$ cat config.mk
export PLATFORM = sky130hd
export DESIGN_NAME = neural_activation_unit
export DESIGN_NICKNAME = d
export VERILOG_FILES = /design/src/rtl/nau_pkg.sv /design/src/rtl/nau_ctrl.sv /design/src/rtl/nau_dp.sv /design/src/rtl/neural_activation_unit.sv
export SDC_FILE = /design/constraint.sdc
export NUM_CORES = 2
export LEC_CHECK = 0
export ABC_AREA = 1
export CORE_UTILIZATION = 55
export DETAILED_ROUTE_END_ITERATION = 10
export DONT_BUFFER_PORTS = 1
export GPL_TIMING_DRIVEN = 0
export PLACE_DENSITY_LB_ADDON = 0.1
export SLEW_MARGIN = 15
export SYNTH_ARGS = -nofsm -noshare
export SYNTH_HDL_FRONTEND = slang
export SYNTH_HIERARCHICAL = 1
export SYNTH_SLANG_ARGS = --single-unit
$ cat constraint.sdc
create_clock -name clk -period 16.5 [get_ports clk]
set_input_delay 3.3 -clock clk [delete_from_list [all_inputs] [get_ports clk]]
set_output_delay 3.3 -clock clk [all_outputs]
set_load 0.02 [all_outputs]
$ cat src/rtl/nau_pkg.sv
`default_nettype none

package nau_pkg;

  // vector store geometry
  localparam int VECTOR_DEPTH = 64;
  localparam int ADDR_W       = $clog2(VECTOR_DEPTH);
  localparam int CNT_W        = $clog2(VECTOR_DEPTH + 1);

  // exp table geometry
  localparam int EXP_TABLE_SIZE = 256;
  localparam int EXP_IDX_W      = $clog2(EXP_TABLE_SIZE);

  // field and register widths
  localparam int DATA_W     = 16;
  localparam int MODE_W     = 3;
  localparam int SLOPE_W    = 16;
  localparam int CFG_ADDR_W = 1;
  localparam int CFG_DATA_W = 16;
  localparam int SUM_W      = 22;

  // exp datapath widths
  localparam int E_W     = 17;
  localparam int OPND_W  = 17;
  localparam int PROD_W  = 32;
  localparam int T_W     = 26;
  localparam int FRAC_W  = 16;
  localparam int IP_W    = T_W - FRAC_W;
  localparam int SH_W    = 5;
  localparam int LK_W    = DATA_W + SLOPE_W + 1;

  // divider widths
  localparam int Q_W       = 9;
  localparam int NUM_W     = 36;
  localparam int DEN_W     = 35;
  localparam int DS_W      = DEN_W + Q_W - 1;
  localparam int DIV_CNT_W = $clog2(Q_W);

  // fixed-point constants
  localparam logic signed [DATA_W-1:0] ONE_Q8    = 16'sd256;
  localparam logic signed [DATA_W-1:0] DATA_MIN  = 16'sh8000;
  localparam logic [SLOPE_W-1:0]       SLOPE_RST = 16'd655;
  localparam logic signed [15:0]       LOG2E_Q14 = 16'sd23637;
  localparam logic [63:0]              LN2_Q30   = 64'd744261118;
  localparam int                       T_SHIFT   = 6;
  localparam int                       SIG_DEN_SH = 24;
  localparam int                       SIG_NUM_SH = 32;
  localparam logic signed [IP_W-1:0]   IP_SAT_HI = IP_W'(-10);
  localparam logic signed [IP_W-1:0]   IP_SAT_LO = IP_W'(9);

  // activation modes
  typedef enum logic [MODE_W-1:0] {
    MODE_RELU     = 3'd0,
    MODE_DRELU    = 3'd1,
    MODE_LEAKY    = 3'd2,
    MODE_DLEAKY   = 3'd3,
    MODE_SIGMOID  = 3'd4,
    MODE_DSIGMOID = 3'd5,
    MODE_SOFTMAX  = 3'd6,
    MODE_DSOFTMAX = 3'd7
  } mode_t;

  // configuration register indexes
  localparam logic [CFG_ADDR_W-1:0] CFG_MODE  = 1'b0;
  localparam logic [CFG_ADDR_W-1:0] CFG_SLOPE = 1'b1;

  // commands from controller to datapath
  typedef struct packed {
    logic accept;
    logic rd;
    logic mul;
    logic exp;
    logic acc;
    logic load;
    logic div;
    logic wr;
  } cmd_t;

  // status from datapath to controller
  typedef struct packed {
    mode_t mode;
    logic  idx_last;
    logic  sat;
    logic  div_last;
    logic  out_free;
  } status_t;

  // 2^(k/size) in unsigned Q2.15, built at elaboration with a 13-term series
  typedef logic [E_W-1:0] exp_tab_t [EXP_TABLE_SIZE];

  function automatic exp_tab_t build_exp_tab();
    exp_tab_t    tab;
    logic [63:0] y;
    logic [63:0] term;
    logic [63:0] acc;
    for (int k = 0; k < EXP_TABLE_SIZE; k++) begin
      y    = (64'(k) * LN2_Q30) / EXP_TABLE_SIZE;
      term = 64'd1 << 30;
      acc  = term;
      for (int n = 1; n <= 12; n++) begin
        term = ((term * y) >> 30) / 64'(n);
        acc  = acc + term;
      end
      tab[k] = E_W'((acc + (64'd1 << 14)) >> 15);
    end
    return tab;
  endfunction

  localparam exp_tab_t EXP_TAB = build_exp_tab();

endpackage

`default_nettype wire

$ cat src/rtl/nau_ctrl.sv
`default_nettype none

module nau_ctrl
  import nau_pkg::*;
(
  input  wire logic    clk,
  input  wire logic    rst,
  input  wire logic    s_tvalid,
  input  wire logic    s_tlast,
  input  wire status_t st,
  output logic         s_tready,
  output cmd_t         cmd
);

  typedef enum logic [7:0] {
    S_IDLE = 8'b0000_0001,
    S_RD   = 8'b0000_0010,
    S_MUL  = 8'b0000_0100,
    S_EXP  = 8'b0000_1000,
    S_ACC  = 8'b0001_0000,
    S_LOAD = 8'b0010_0000,
    S_DIV  = 8'b0100_0000,
    S_WR   = 8'b1000_0000
  } state_t;

  state_t state, state_next;
  logic   emit_pass, emit_pass_next;

  // state register
  always_ff @(posedge clk) begin
    if (rst) begin
      state     <= S_IDLE;
      emit_pass <= 1'b0;
    end else begin
      state     <= state_next;
      emit_pass <= emit_pass_next;
    end
  end

  // next state and commands
  always_comb begin
    state_next     = state;
    emit_pass_next = emit_pass;
    cmd            = '0;
    s_tready       = 1'b0;
    unique case (state)
      S_IDLE: begin
        s_tready = 1'b1;
        if (s_tvalid) begin
          cmd.accept = 1'b1;
          if (st.mode == MODE_SOFTMAX) begin
            if (s_tlast) begin
              emit_pass_next = 1'b0;
              state_next     = S_RD;
            end
          end else if (st.mode == MODE_SIGMOID || st.mode == MODE_DSIGMOID) begin
            state_next = S_MUL;
          end else begin
            state_next = S_WR;
          end
        end
      end
      S_RD: begin
        cmd.rd     = 1'b1;
        state_next = S_MUL;
      end
      S_MUL: begin
        cmd.mul    = 1'b1;
        state_next = S_EXP;
      end
      S_EXP: begin
        cmd.exp = 1'b1;
        if (st.mode == MODE_SOFTMAX && !emit_pass) begin
          state_next = S_ACC;
        end else begin
          state_next = S_LOAD;
        end
      end
      S_ACC: begin
        cmd.acc = 1'b1;
        if (st.idx_last) begin
          emit_pass_next = 1'b1;
        end
        state_next = S_RD;
      end
      S_LOAD: begin
        cmd.load   = 1'b1;
        state_next = st.sat ? S_WR : S_DIV;
      end
      S_DIV: begin
        cmd.div = 1'b1;
        if (st.div_last) begin
          state_next = S_WR;
        end
      end
      S_WR: begin
        if (st.out_free) begin
          cmd.wr = 1'b1;
          if (st.mode == MODE_SOFTMAX && !st.idx_last) begin
            state_next = S_RD;
          end else begin
            emit_pass_next = 1'b0;
            state_next     = S_IDLE;
          end
        end
      end
      default: begin
        state_next = S_IDLE;
      end
    endcase
  end

`ifndef SYNTHESIS
  // divider is only entered from its operand load
  a_div_entry: assert property (@(posedge clk) disable iff (rst)
    state == S_DIV |-> ($past(state) == S_LOAD || $past(state) == S_DIV))
    else $error("divider started without operand load");

  // a delivered result leads back to idle or to the next element
  a_wr_exit: assert property (@(posedge clk) disable iff (rst)
    (state == S_WR && st.out_free) |=> (state == S_IDLE || state == S_RD))
    else $error("bad state after result write");
`endif

endmodule

`default_nettype wire

$ cat src/rtl/nau_dp.sv
`default_nettype none

module nau_dp
  import nau_pkg::*;
(
  input  wire logic                  clk,
  input  wire logic                  rst,
  input  wire cmd_t                  cmd,
  output status_t                    st,
  input  wire logic [DATA_W-1:0]     s_tdata,
  input  wire logic                  s_tlast,
  output logic                       m_tvalid,
  input  wire logic                  m_tready,
  output logic [DATA_W-1:0]          m_tdata,
  output logic                       m_tlast,
  input  wire logic                  cfg_we,
  input  wire logic [CFG_ADDR_W-1:0] cfg_addr,
  input  wire logic [CFG_DATA_W-1:0] cfg_wdata
);

  // configuration and softmax state
  mode_t                     mode;
  logic [SLOPE_W-1:0]        slope;
  logic [CNT_W-1:0]          count;
  logic signed [DATA_W-1:0]  vmax;
  logic [SUM_W-1:0]          sum;
  logic [ADDR_W-1:0]         idx;

  // vector store
  logic [DATA_W-1:0]         mem [VECTOR_DEPTH];
  logic signed [DATA_W-1:0]  rd_data;
  logic                      mem_we;

  // payload pipeline
  logic signed [OPND_W-1:0]  opnd;
  logic signed [PROD_W-1:0]  prod;
  logic [E_W-1:0]            e_tab;
  logic signed [IP_W-1:0]    ip;
  logic [NUM_W-1:0]          num;
  logic [DS_W-1:0]           ds;
  logic [Q_W-1:0]            q;
  logic [DIV_CNT_W-1:0]      div_cnt;
  logic signed [DATA_W-1:0]  res;
  logic                      last_q;

  // output slot
  logic                      out_valid;
  logic [DATA_W-1:0]         out_value;
  logic                      out_last;

  // combinational helpers
  logic signed [DATA_W-1:0]  x;
  logic signed [LK_W-1:0]    lk_full;
  logic [SLOPE_W:0]          dl_sum;
  logic signed [DATA_W-1:0]  simple;
  logic signed [OPND_W-1:0]  mul_in;
  logic signed [T_W-1:0]     t;
  logic [IP_W-1:0]           neg_sh;
  logic [E_W-1:0]            e_sm;
  logic [IP_W-1:0]           ip_p9;
  logic [DEN_W-1:0]          den_sig;
  logic [DEN_W-1:0]          den;
  logic                      sat_hi;
  logic                      sat_lo;
  logic                      is_smax;
  logic                      ge;
  logic [Q_W:0]              q_c;
  logic [2*Q_W:0]            dsig_full;
  logic [DATA_W-1:0]         value_sel;
  logic                      idx_last;

  assign x       = $signed(s_tdata);
  assign is_smax = (mode == MODE_SOFTMAX);
  assign mem_we  = cmd.accept && is_smax && (count < CNT_W'(VECTOR_DEPTH));
  assign idx_last = (CNT_W'(idx) + CNT_W'(1)) == count;

  // elementwise results that need no exp
  assign lk_full = LK_W'(x) * $signed(LK_W'(slope));
  assign dl_sum  = (SLOPE_W + 1)'(slope) + (SLOPE_W + 1)'(128);

  always_comb begin
    case (mode)
      MODE_RELU:   simple = x[DATA_W-1] ? '0 : x;
      MODE_DRELU:  simple = x[DATA_W-1] ? '0 : ONE_Q8;
      MODE_LEAKY:  simple = x[DATA_W-1] ? DATA_W'(lk_full >>> SLOPE_W) : x;
      MODE_DLEAKY: simple = x[DATA_W-1] ? DATA_W'(dl_sum >> 8) : ONE_Q8;
      default:     simple = ONE_Q8;
    endcase
  end

  // exponent argument: x - max for softmax, -x for sigmoid
  assign mul_in = is_smax ? (OPND_W'(rd_data) - OPND_W'(vmax)) : opnd;
  assign t      = T_W'(prod >>> T_SHIFT);

  // softmax exponential: table entry shifted by the integer part
  assign neg_sh = -ip;
  always_comb begin
    if (!ip[IP_W-1]) begin
      e_sm = e_tab;
    end else if (neg_sh >= IP_W'(E_W)) begin
      e_sm = '0;
    end else begin
      e_sm = e_tab >> neg_sh[SH_W-1:0];
    end
  end

  // sigmoid denominator 1 + 2^t in Q.24
  assign ip_p9   = ip + IP_SAT_LO;
  assign den_sig = (DEN_W'(1) << SIG_DEN_SH) + (DEN_W'(e_tab) << ip_p9[SH_W-1:0]);
  assign den     = is_smax ? DEN_W'(sum) : den_sig;
  assign sat_hi  = ip <= IP_SAT_HI;
  assign sat_lo  = ip >= IP_SAT_LO;

  // restoring divider trial
  assign ge = DS_W'(num) >= ds;

  // sigmoid derivative and result select
  assign q_c       = (Q_W + 1)'(256) - (Q_W + 1)'(q);
  assign dsig_full = ((2 * Q_W + 1)'(q) * (2 * Q_W + 1)'(q_c)) + (2 * Q_W + 1)'(128);

  always_comb begin
    case (mode)
      MODE_SIGMOID:  value_sel = DATA_W'(q);
      MODE_DSIGMOID: value_sel = DATA_W'(dsig_full >> 8);
      MODE_SOFTMAX:  value_sel = DATA_W'(q);
      default:       value_sel = res;
    endcase
  end

  // configuration and softmax control state
  always_ff @(posedge clk) begin
    if (rst) begin
      mode  <= MODE_RELU;
      slope <= SLOPE_RST;
      count <= '0;
      vmax  <= DATA_MIN;
      sum   <= '0;
      idx   <= '0;
    end else begin
      if (cfg_we) begin
        unique case (cfg_addr)
          CFG_MODE:  mode  <= mode_t'(cfg_wdata[MODE_W-1:0]);
          CFG_SLOPE: slope <= cfg_wdata[SLOPE_W-1:0];
        endcase
      end
      if (mem_we) begin
        count <= count + CNT_W'(1);
        if (x > vmax) begin
          vmax <= x;
        end
      end
      if (cmd.accept && is_smax && s_tlast) begin
        idx <= '0;
        sum <= '0;
      end
      if (cmd.acc) begin
        sum <= sum + SUM_W'(e_sm);
        idx <= idx_last ? '0 : idx + ADDR_W'(1);
      end
      if (cmd.wr && is_smax) begin
        if (idx_last) begin
          count <= '0;
          vmax  <= DATA_MIN;
          sum   <= '0;
          idx   <= '0;
        end else begin
          idx <= idx + ADDR_W'(1);
        end
      end
    end
  end

  // vector store write and registered read
  always_ff @(posedge clk) begin
    if (mem_we) begin
      mem[count[ADDR_W-1:0]] <= s_tdata;
    end
    if (cmd.rd) begin
      rd_data <= $signed(mem[idx]);
    end
  end

  // exp, divider and result payload
  always_ff @(posedge clk) begin
    if (cmd.accept) begin
      opnd   <= -OPND_W'(x);
      res    <= simple;
      last_q <= s_tlast;
    end
    if (cmd.mul) begin
      prod <= PROD_W'(mul_in) * PROD_W'(LOG2E_Q14);
    end
    if (cmd.exp) begin
      e_tab <= EXP_TAB[t[FRAC_W-1 -: EXP_IDX_W]];
      ip    <= t[T_W-1:FRAC_W];
    end
    if (cmd.load) begin
      if (is_smax) begin
        num <= NUM_W'({e_sm, 8'b0}) + NUM_W'(sum >> 1);
        q   <= '0;
      end else begin
        num <= (NUM_W'(1) << SIG_NUM_SH) + NUM_W'(den_sig >> 1);
        q   <= sat_hi ? Q_W'(256) : '0;
      end
      ds      <= DS_W'(den) << (Q_W - 1);
      div_cnt <= DIV_CNT_W'(Q_W - 1);
    end
    if (cmd.div) begin
      if (ge) begin
        num <= num - NUM_W'(ds);
      end
      q       <= {q[Q_W-2:0], ge};
      ds      <= ds >> 1;
      div_cnt <= div_cnt - DIV_CNT_W'(1);
    end
  end

  // output slot
  always_ff @(posedge clk) begin
    if (rst) begin
      out_valid <= 1'b0;
    end else if (cmd.wr) begin
      out_valid <= 1'b1;
    end else if (m_tready) begin
      out_valid <= 1'b0;
    end
  end

  always_ff @(posedge clk) begin
    if (cmd.wr) begin
      out_value <= value_sel;
      out_last  <= is_smax ? idx_last : last_q;
    end
  end

  assign m_tvalid = out_valid;
  assign m_tdata  = out_value;
  assign m_tlast  = out_last;

  // status to controller
  assign st.mode     = mode;
  assign st.idx_last = idx_last;
  assign st.sat      = is_smax ? (sum == '0) : (sat_hi || sat_lo);
  assign st.div_last = (div_cnt == '0);
  assign st.out_free = !out_valid || m_tready;

`ifndef SYNTHESIS
  // fill count never passes the store depth
  a_count_bound: assert property (@(posedge clk) disable iff (rst)
    count <= CNT_W'(VECTOR_DEPTH))
    else $error("vector fill count overflow");

  // normalized results stay within one
  a_q_bound: assert property (@(posedge clk) disable iff (rst)
    (cmd.wr && (mode == MODE_SIGMOID || mode == MODE_SOFTMAX)) |-> q <= Q_W'(256))
    else $error("quotient above one");

  // softmax sum always includes the maximum term
  a_sum_nonzero: assert property (@(posedge clk) disable iff (rst)
    (cmd.load && is_smax) |-> sum != '0)
    else $error("softmax sum is zero");
`endif

endmodule

`default_nettype wire

$ cat src/rtl/neural_activation_unit.sv
`default_nettype none

// Activation unit for signed Q8.8 samples. The mode register picks relu, its
// derivative, leaky relu, its derivative, sigmoid, its derivative, softmax or
// the softmax derivative (all ones). Elementwise modes give one result per
// input transaction, with tlast copied through; in sigmoid and its derivative
// the divider is skipped when the sigmoid saturates to 0 or 1. In softmax
// mode samples are stored (up to 64, extras dropped) and the vector max
// tracked; the transaction with tlast starts emission of the whole vector,
// first a pass over the stored samples for the exponent sum, then a pass for
// the results. Sigmoid and softmax latency is set by the shared 9-step
// restoring divider and the one-element-per-pass read of the vector store.
// An output register holds the finished result, so the next input is taken
// while it waits. Configuration index 0 is mode, index 1 is the leaky slope
// (unsigned Q0.16). The user must write them through cfg_we/cfg_addr/cfg_wdata
// only while the unit is idle; the unit itself does not enforce this.
module neural_activation_unit
  import nau_pkg::*;
(
  input  wire logic                  clk,
  input  wire logic                  rst,
  input  wire logic                  s_tvalid,
  output logic                       s_tready,
  input  wire logic [DATA_W-1:0]     s_tdata,   // [15:0] sample
  input  wire logic                  s_tlast,
  output logic                       m_tvalid,
  input  wire logic                  m_tready,
  output logic [DATA_W-1:0]          m_tdata,   // [15:0] value
  output logic                       m_tlast,
  input  wire logic                  cfg_we,
  input  wire logic [CFG_ADDR_W-1:0] cfg_addr,
  input  wire logic [CFG_DATA_W-1:0] cfg_wdata
);

  cmd_t    cmd;
  status_t st;

  // sequencer
  nau_ctrl u_ctrl (
    .clk      (clk),
    .rst      (rst),
    .s_tvalid (s_tvalid),
    .s_tlast  (s_tlast),
    .st       (st),
    .s_tready (s_tready),
    .cmd      (cmd)
  );

  // store, exp unit, divider and output slot
  nau_dp u_dp (
    .clk       (clk),
    .rst       (rst),
    .cmd       (cmd),
    .st        (st),
    .s_tdata   (s_tdata),
    .s_tlast   (s_tlast),
    .m_tvalid  (m_tvalid),
    .m_tready  (m_tready),
    .m_tdata   (m_tdata),
    .m_tlast   (m_tlast),
    .cfg_we    (cfg_we),
    .cfg_addr  (cfg_addr),
    .cfg_wdata (cfg_wdata)
  );

endmodule

`default_nettype wire
==> out/summary.log <==
INFO  drt            detailedRoute.firstIterationViolations=9530
INFO  cells_and_area final_area=88100squm
INFO  setup_path     timing.reg2reg.setup_slack=7.98ns
INFO  drt            wl=310mm
INFO  yosys          synth_cells=8434
INFO  cells_and_area post_route_cells_drive_above_1_share=6.01%
INFO  cts            number_of_cts_inserted_buffers=141
INFO  worst_hold_path worst_hold_path_type=reg2reg
INFO  timing         worst_hold_slack=0.446ns
INFO  cts            htreeDepth=4
INFO  setup_path     setup_cp_type=in2reg
INFO  flow_run       number_of_maximum_capacitance_violations=0
INFO  timing         setup_viol=0
INFO  yosys          yosysWarningCount=6
INFO  yosys          synth_largest_type_area_fraction=44.9%
INFO  global_route   globalRouteOverflowTotal=0
INFO  outcome        run_status=complete, no violations
INFO  timing         maxSlewViolCount=0
INFO  yosys          synth_enable_flop_cells=1189
INFO  yosys          synth.largest_area_cell=edfxtp_1
INFO  setup_path     worst_ep_arrival_time=10.10ns
INFO  timing         timing.setup.tns=0ns
INFO  drt            route.detailed.vias_per_inst=6.40
INFO  cts            post_cts_sizing=0
INFO  die            core=143000squm
INFO  cells_and_area final-instance-count-excl-fill=10700
INFO  setup_path     critical_path.n_buffers_inverters=9
INFO  setup_path     required=17.05ns
INFO  global_route   grt_max_degree=70
INFO  setup_path     worstSetupStartpointType=primary input
INFO  die            die-width=382microns
INFO  drt            detailedRoute.firstPassIterationCount=6
INFO  yosys          ys_top_cells_by_area=edfxtp_1, fa_1, ha_1
INFO  yosys          synth_area_per_cell=9.42squm
INFO  yosys          mappedNetlistNets=9232
INFO  timing         worst_clock_skew=0.0841ns
INFO  cts            cts_tree=done
INFO  yosys          synth.ff_latch_count=1306
INFO  power          power.density_cell_area=178nW/um^2
INFO  timing         highest_clock_rate=105MHz
INFO  timing         final.period_utilization=57.9%
INFO  global_route   initial_antenna_violation_count=12
INFO  timing         grt_setup_unrepaired=false
INFO  setup_path     path_delay_family=adder cells
INFO  die            placementRows=139
INFO  yosys          yosysSeqAreaShare=47.9%
INFO  die            fp.dieH=382microns
INFO  cts            cts_setup_buffers=0
INFO  cts            clock_tree.buffer_depth=3
INFO  yosys          netlist_top_cells_count=nand2_1, edfxtp_1, nor2_1, inv_1, o21ai_0
INFO  power          ir_drop=429uV
INFO  placed_design  place_area=83400squm
INFO  cts            worstSkewPairLatency=0.82ns
INFO  global_route   track_usage=41.7%
INFO  placed_design  routability_driven_placement_congestion_ratio=1.06
INFO  die            ios=58
INFO  drt            drc=0
INFO  cts            cts_hold_repair.buffers=0
INFO  drt            avgRoutedWirePerCell=29.1microns
INFO  yosys          most_common_cell_in_the_synthesized_netlist=nand2_1
INFO  power          leakagePower=0.0358uW
INFO  setup_path     critical_path.endpoint_type=register
INFO  setup_path     critical_path_cell_with_the_highest_stage_delay=buf_1
INFO  timing         maxSlewHeadroom=5.27%
INFO  placed_design  placement.io_buffers=0
INFO  cells_and_area layout-area-overhead-vs-synth=10.9%
INFO  yosys          synth.distinct_cells=75
INFO  yosys          synth_async_sr_flop_share=0%
INFO  yosys          yosys_most_used_dff=edfxtp_1
INFO  drt            antenna_violating_nets_post_route=0
INFO  global_route   grt_first_pass_wirelength=439mm
INFO  cts            numClockSinks=1306
INFO  cts            clk_transition_reported_paths=0.06ns
INFO  die            floorplan.die_area=146000squm
INFO  timing         worst-slew-pin-transition=1.42ns
INFO  cells_and_area num-nets-final=9427
INFO  setup_path     cpPeakStageDelay=0.77ns
INFO  yosys          netlist_area=79400squm
INFO  global_route   vias_in_the_first_global_route=64200
INFO  timing         final_hold_viol_count=0
INFO  setup_path     timing.critical_path.fanout_max=66
INFO  cells_and_area finish.utilization=61.4%
INFO  placed_design  placed_instance_count=10400
INFO  placed_design  dpl.hpwl=229mm
INFO  die            initial_util=55.4%
INFO  timing         post-route-min-period=9.55ns
INFO  drt            vias=68100
INFO  cts            clock_tree.root_cell=clkbuf_16
[flip-flops by register name, indices dropped and copies added (netlist names), 4 cells and up]
register / count
u_dp/idx: 6
u_dp/count: 7
u_ctrl/state: 8
u_dp/m_tdata: 16
u_dp/prod: 18
u_dp/ds: 43
u_dp/sum: 22
u_dp/mem: 1024
u_dp/slope: 16
u_dp/vmax: 16
u_dp/div_cnt: 4
u_dp/q: 9
u_dp/rd_data: 16
u_dp/num: 36
u_dp/e_tab: 15
u_dp/ip: 10
u_dp/res: 16
u_dp/opnd: 17
[layer usage]
metal  vias to the layer above  track usage, %  wire [microns]
met5                         -               0             112
met4                        12            22.8           19800
met3                       947            12.3           41600
met2                      4847            61.2          132000
met1                     33200            55.5          117000
li1                      29200               -               -
[area by class of cell]
class	instances	area, sq um
Fill cell	12000	55400
Sequential cell	1306	38000
Multi-Input combinational cell	5624	36100
Inverter	1081	4060
Clock buffer	185	3770
Tap cell	1903	2380
Buffer	423	1760
Timing Repair Buffer	52	1120
Clock inverter	71	861
Antenna cell	10	25.0
[worst paths after layout]
kind	start	end	cells after the start
setup / recovery	s_tdata[15]	u_dp/res[15]$_DFFE_PP_	26
hold reg to reg	u_dp/prod[26]$_DFFE_PP_	u_dp/ip[4]$_DFFE_PP_	0
setup reg to reg	u_dp/mode[1]$_SDFFE_PP0P_	u_dp/prod[25]$_DFFE_PP_	25
hold / removal	u_dp/prod[26]$_DFFE_PP_	u_dp/ip[4]$_DFFE_PP_	0
[through the flow]
stage | setup WS [ns] | total power (uW)
global placement | 5.29 | 12200
global route | 6.59 | 16800
detailed placement | 6.24 | 12400
floorplan | 7.59 | 10300
finish | 6.95 | 15700
CTS | 7.06 | 15500
[where the power goes]
part / switching (uW) / total, uW / internal, uW
sequential: 41.5 / 4020 / 3980
clock: 1400 / 3160 / 1760
combinational: 5360 / 8490 / 3130
total: 6800 / 15700 / 8860
[layout by cell type (no fill, tap or decap), types with 65 or more instances in the layout]
cell type | netlist | routed
nor2_4 | 4 | 66
edfxtp_1 | 1189 | 1189
nor2_1 | 1087 | 1023
clkbuf_1 | 314 | 351
fa_1 | 339 | 339
dfxtp_1 | 117 | 117
ha_1 | 420 | 420
clkbuf_16 | 0 | 142
nand3_1 | 264 | 264
inv_1 | 1047 | 1047
a21oi_1 | 344 | 344
o22ai_1 | 274 | 274
buf_2 | 64 | 65
nand2_1 | 1275 | 1274
xor2_1 | 77 | 77
o21ai_0 | 919 | 918
[logic make-up after synthesis]
| group | after synthesis | share of synthesized area, % |
|---|---|---|
| DFF | 1306 | 47.9 |
| xor gates and xnor gates | 121 | 1.38 |
| adders and majority gates | 759 | 15.2 |
| buffers and inverters | 1504 | 7.33 |
| and+or+nand+nor | 2825 | 14.5 |
| AOI/OAI and AO/OA | 1918 | 13.8 |
| muxes | 1 | 0.0126 |
Power figures use the tool's default switching activity.
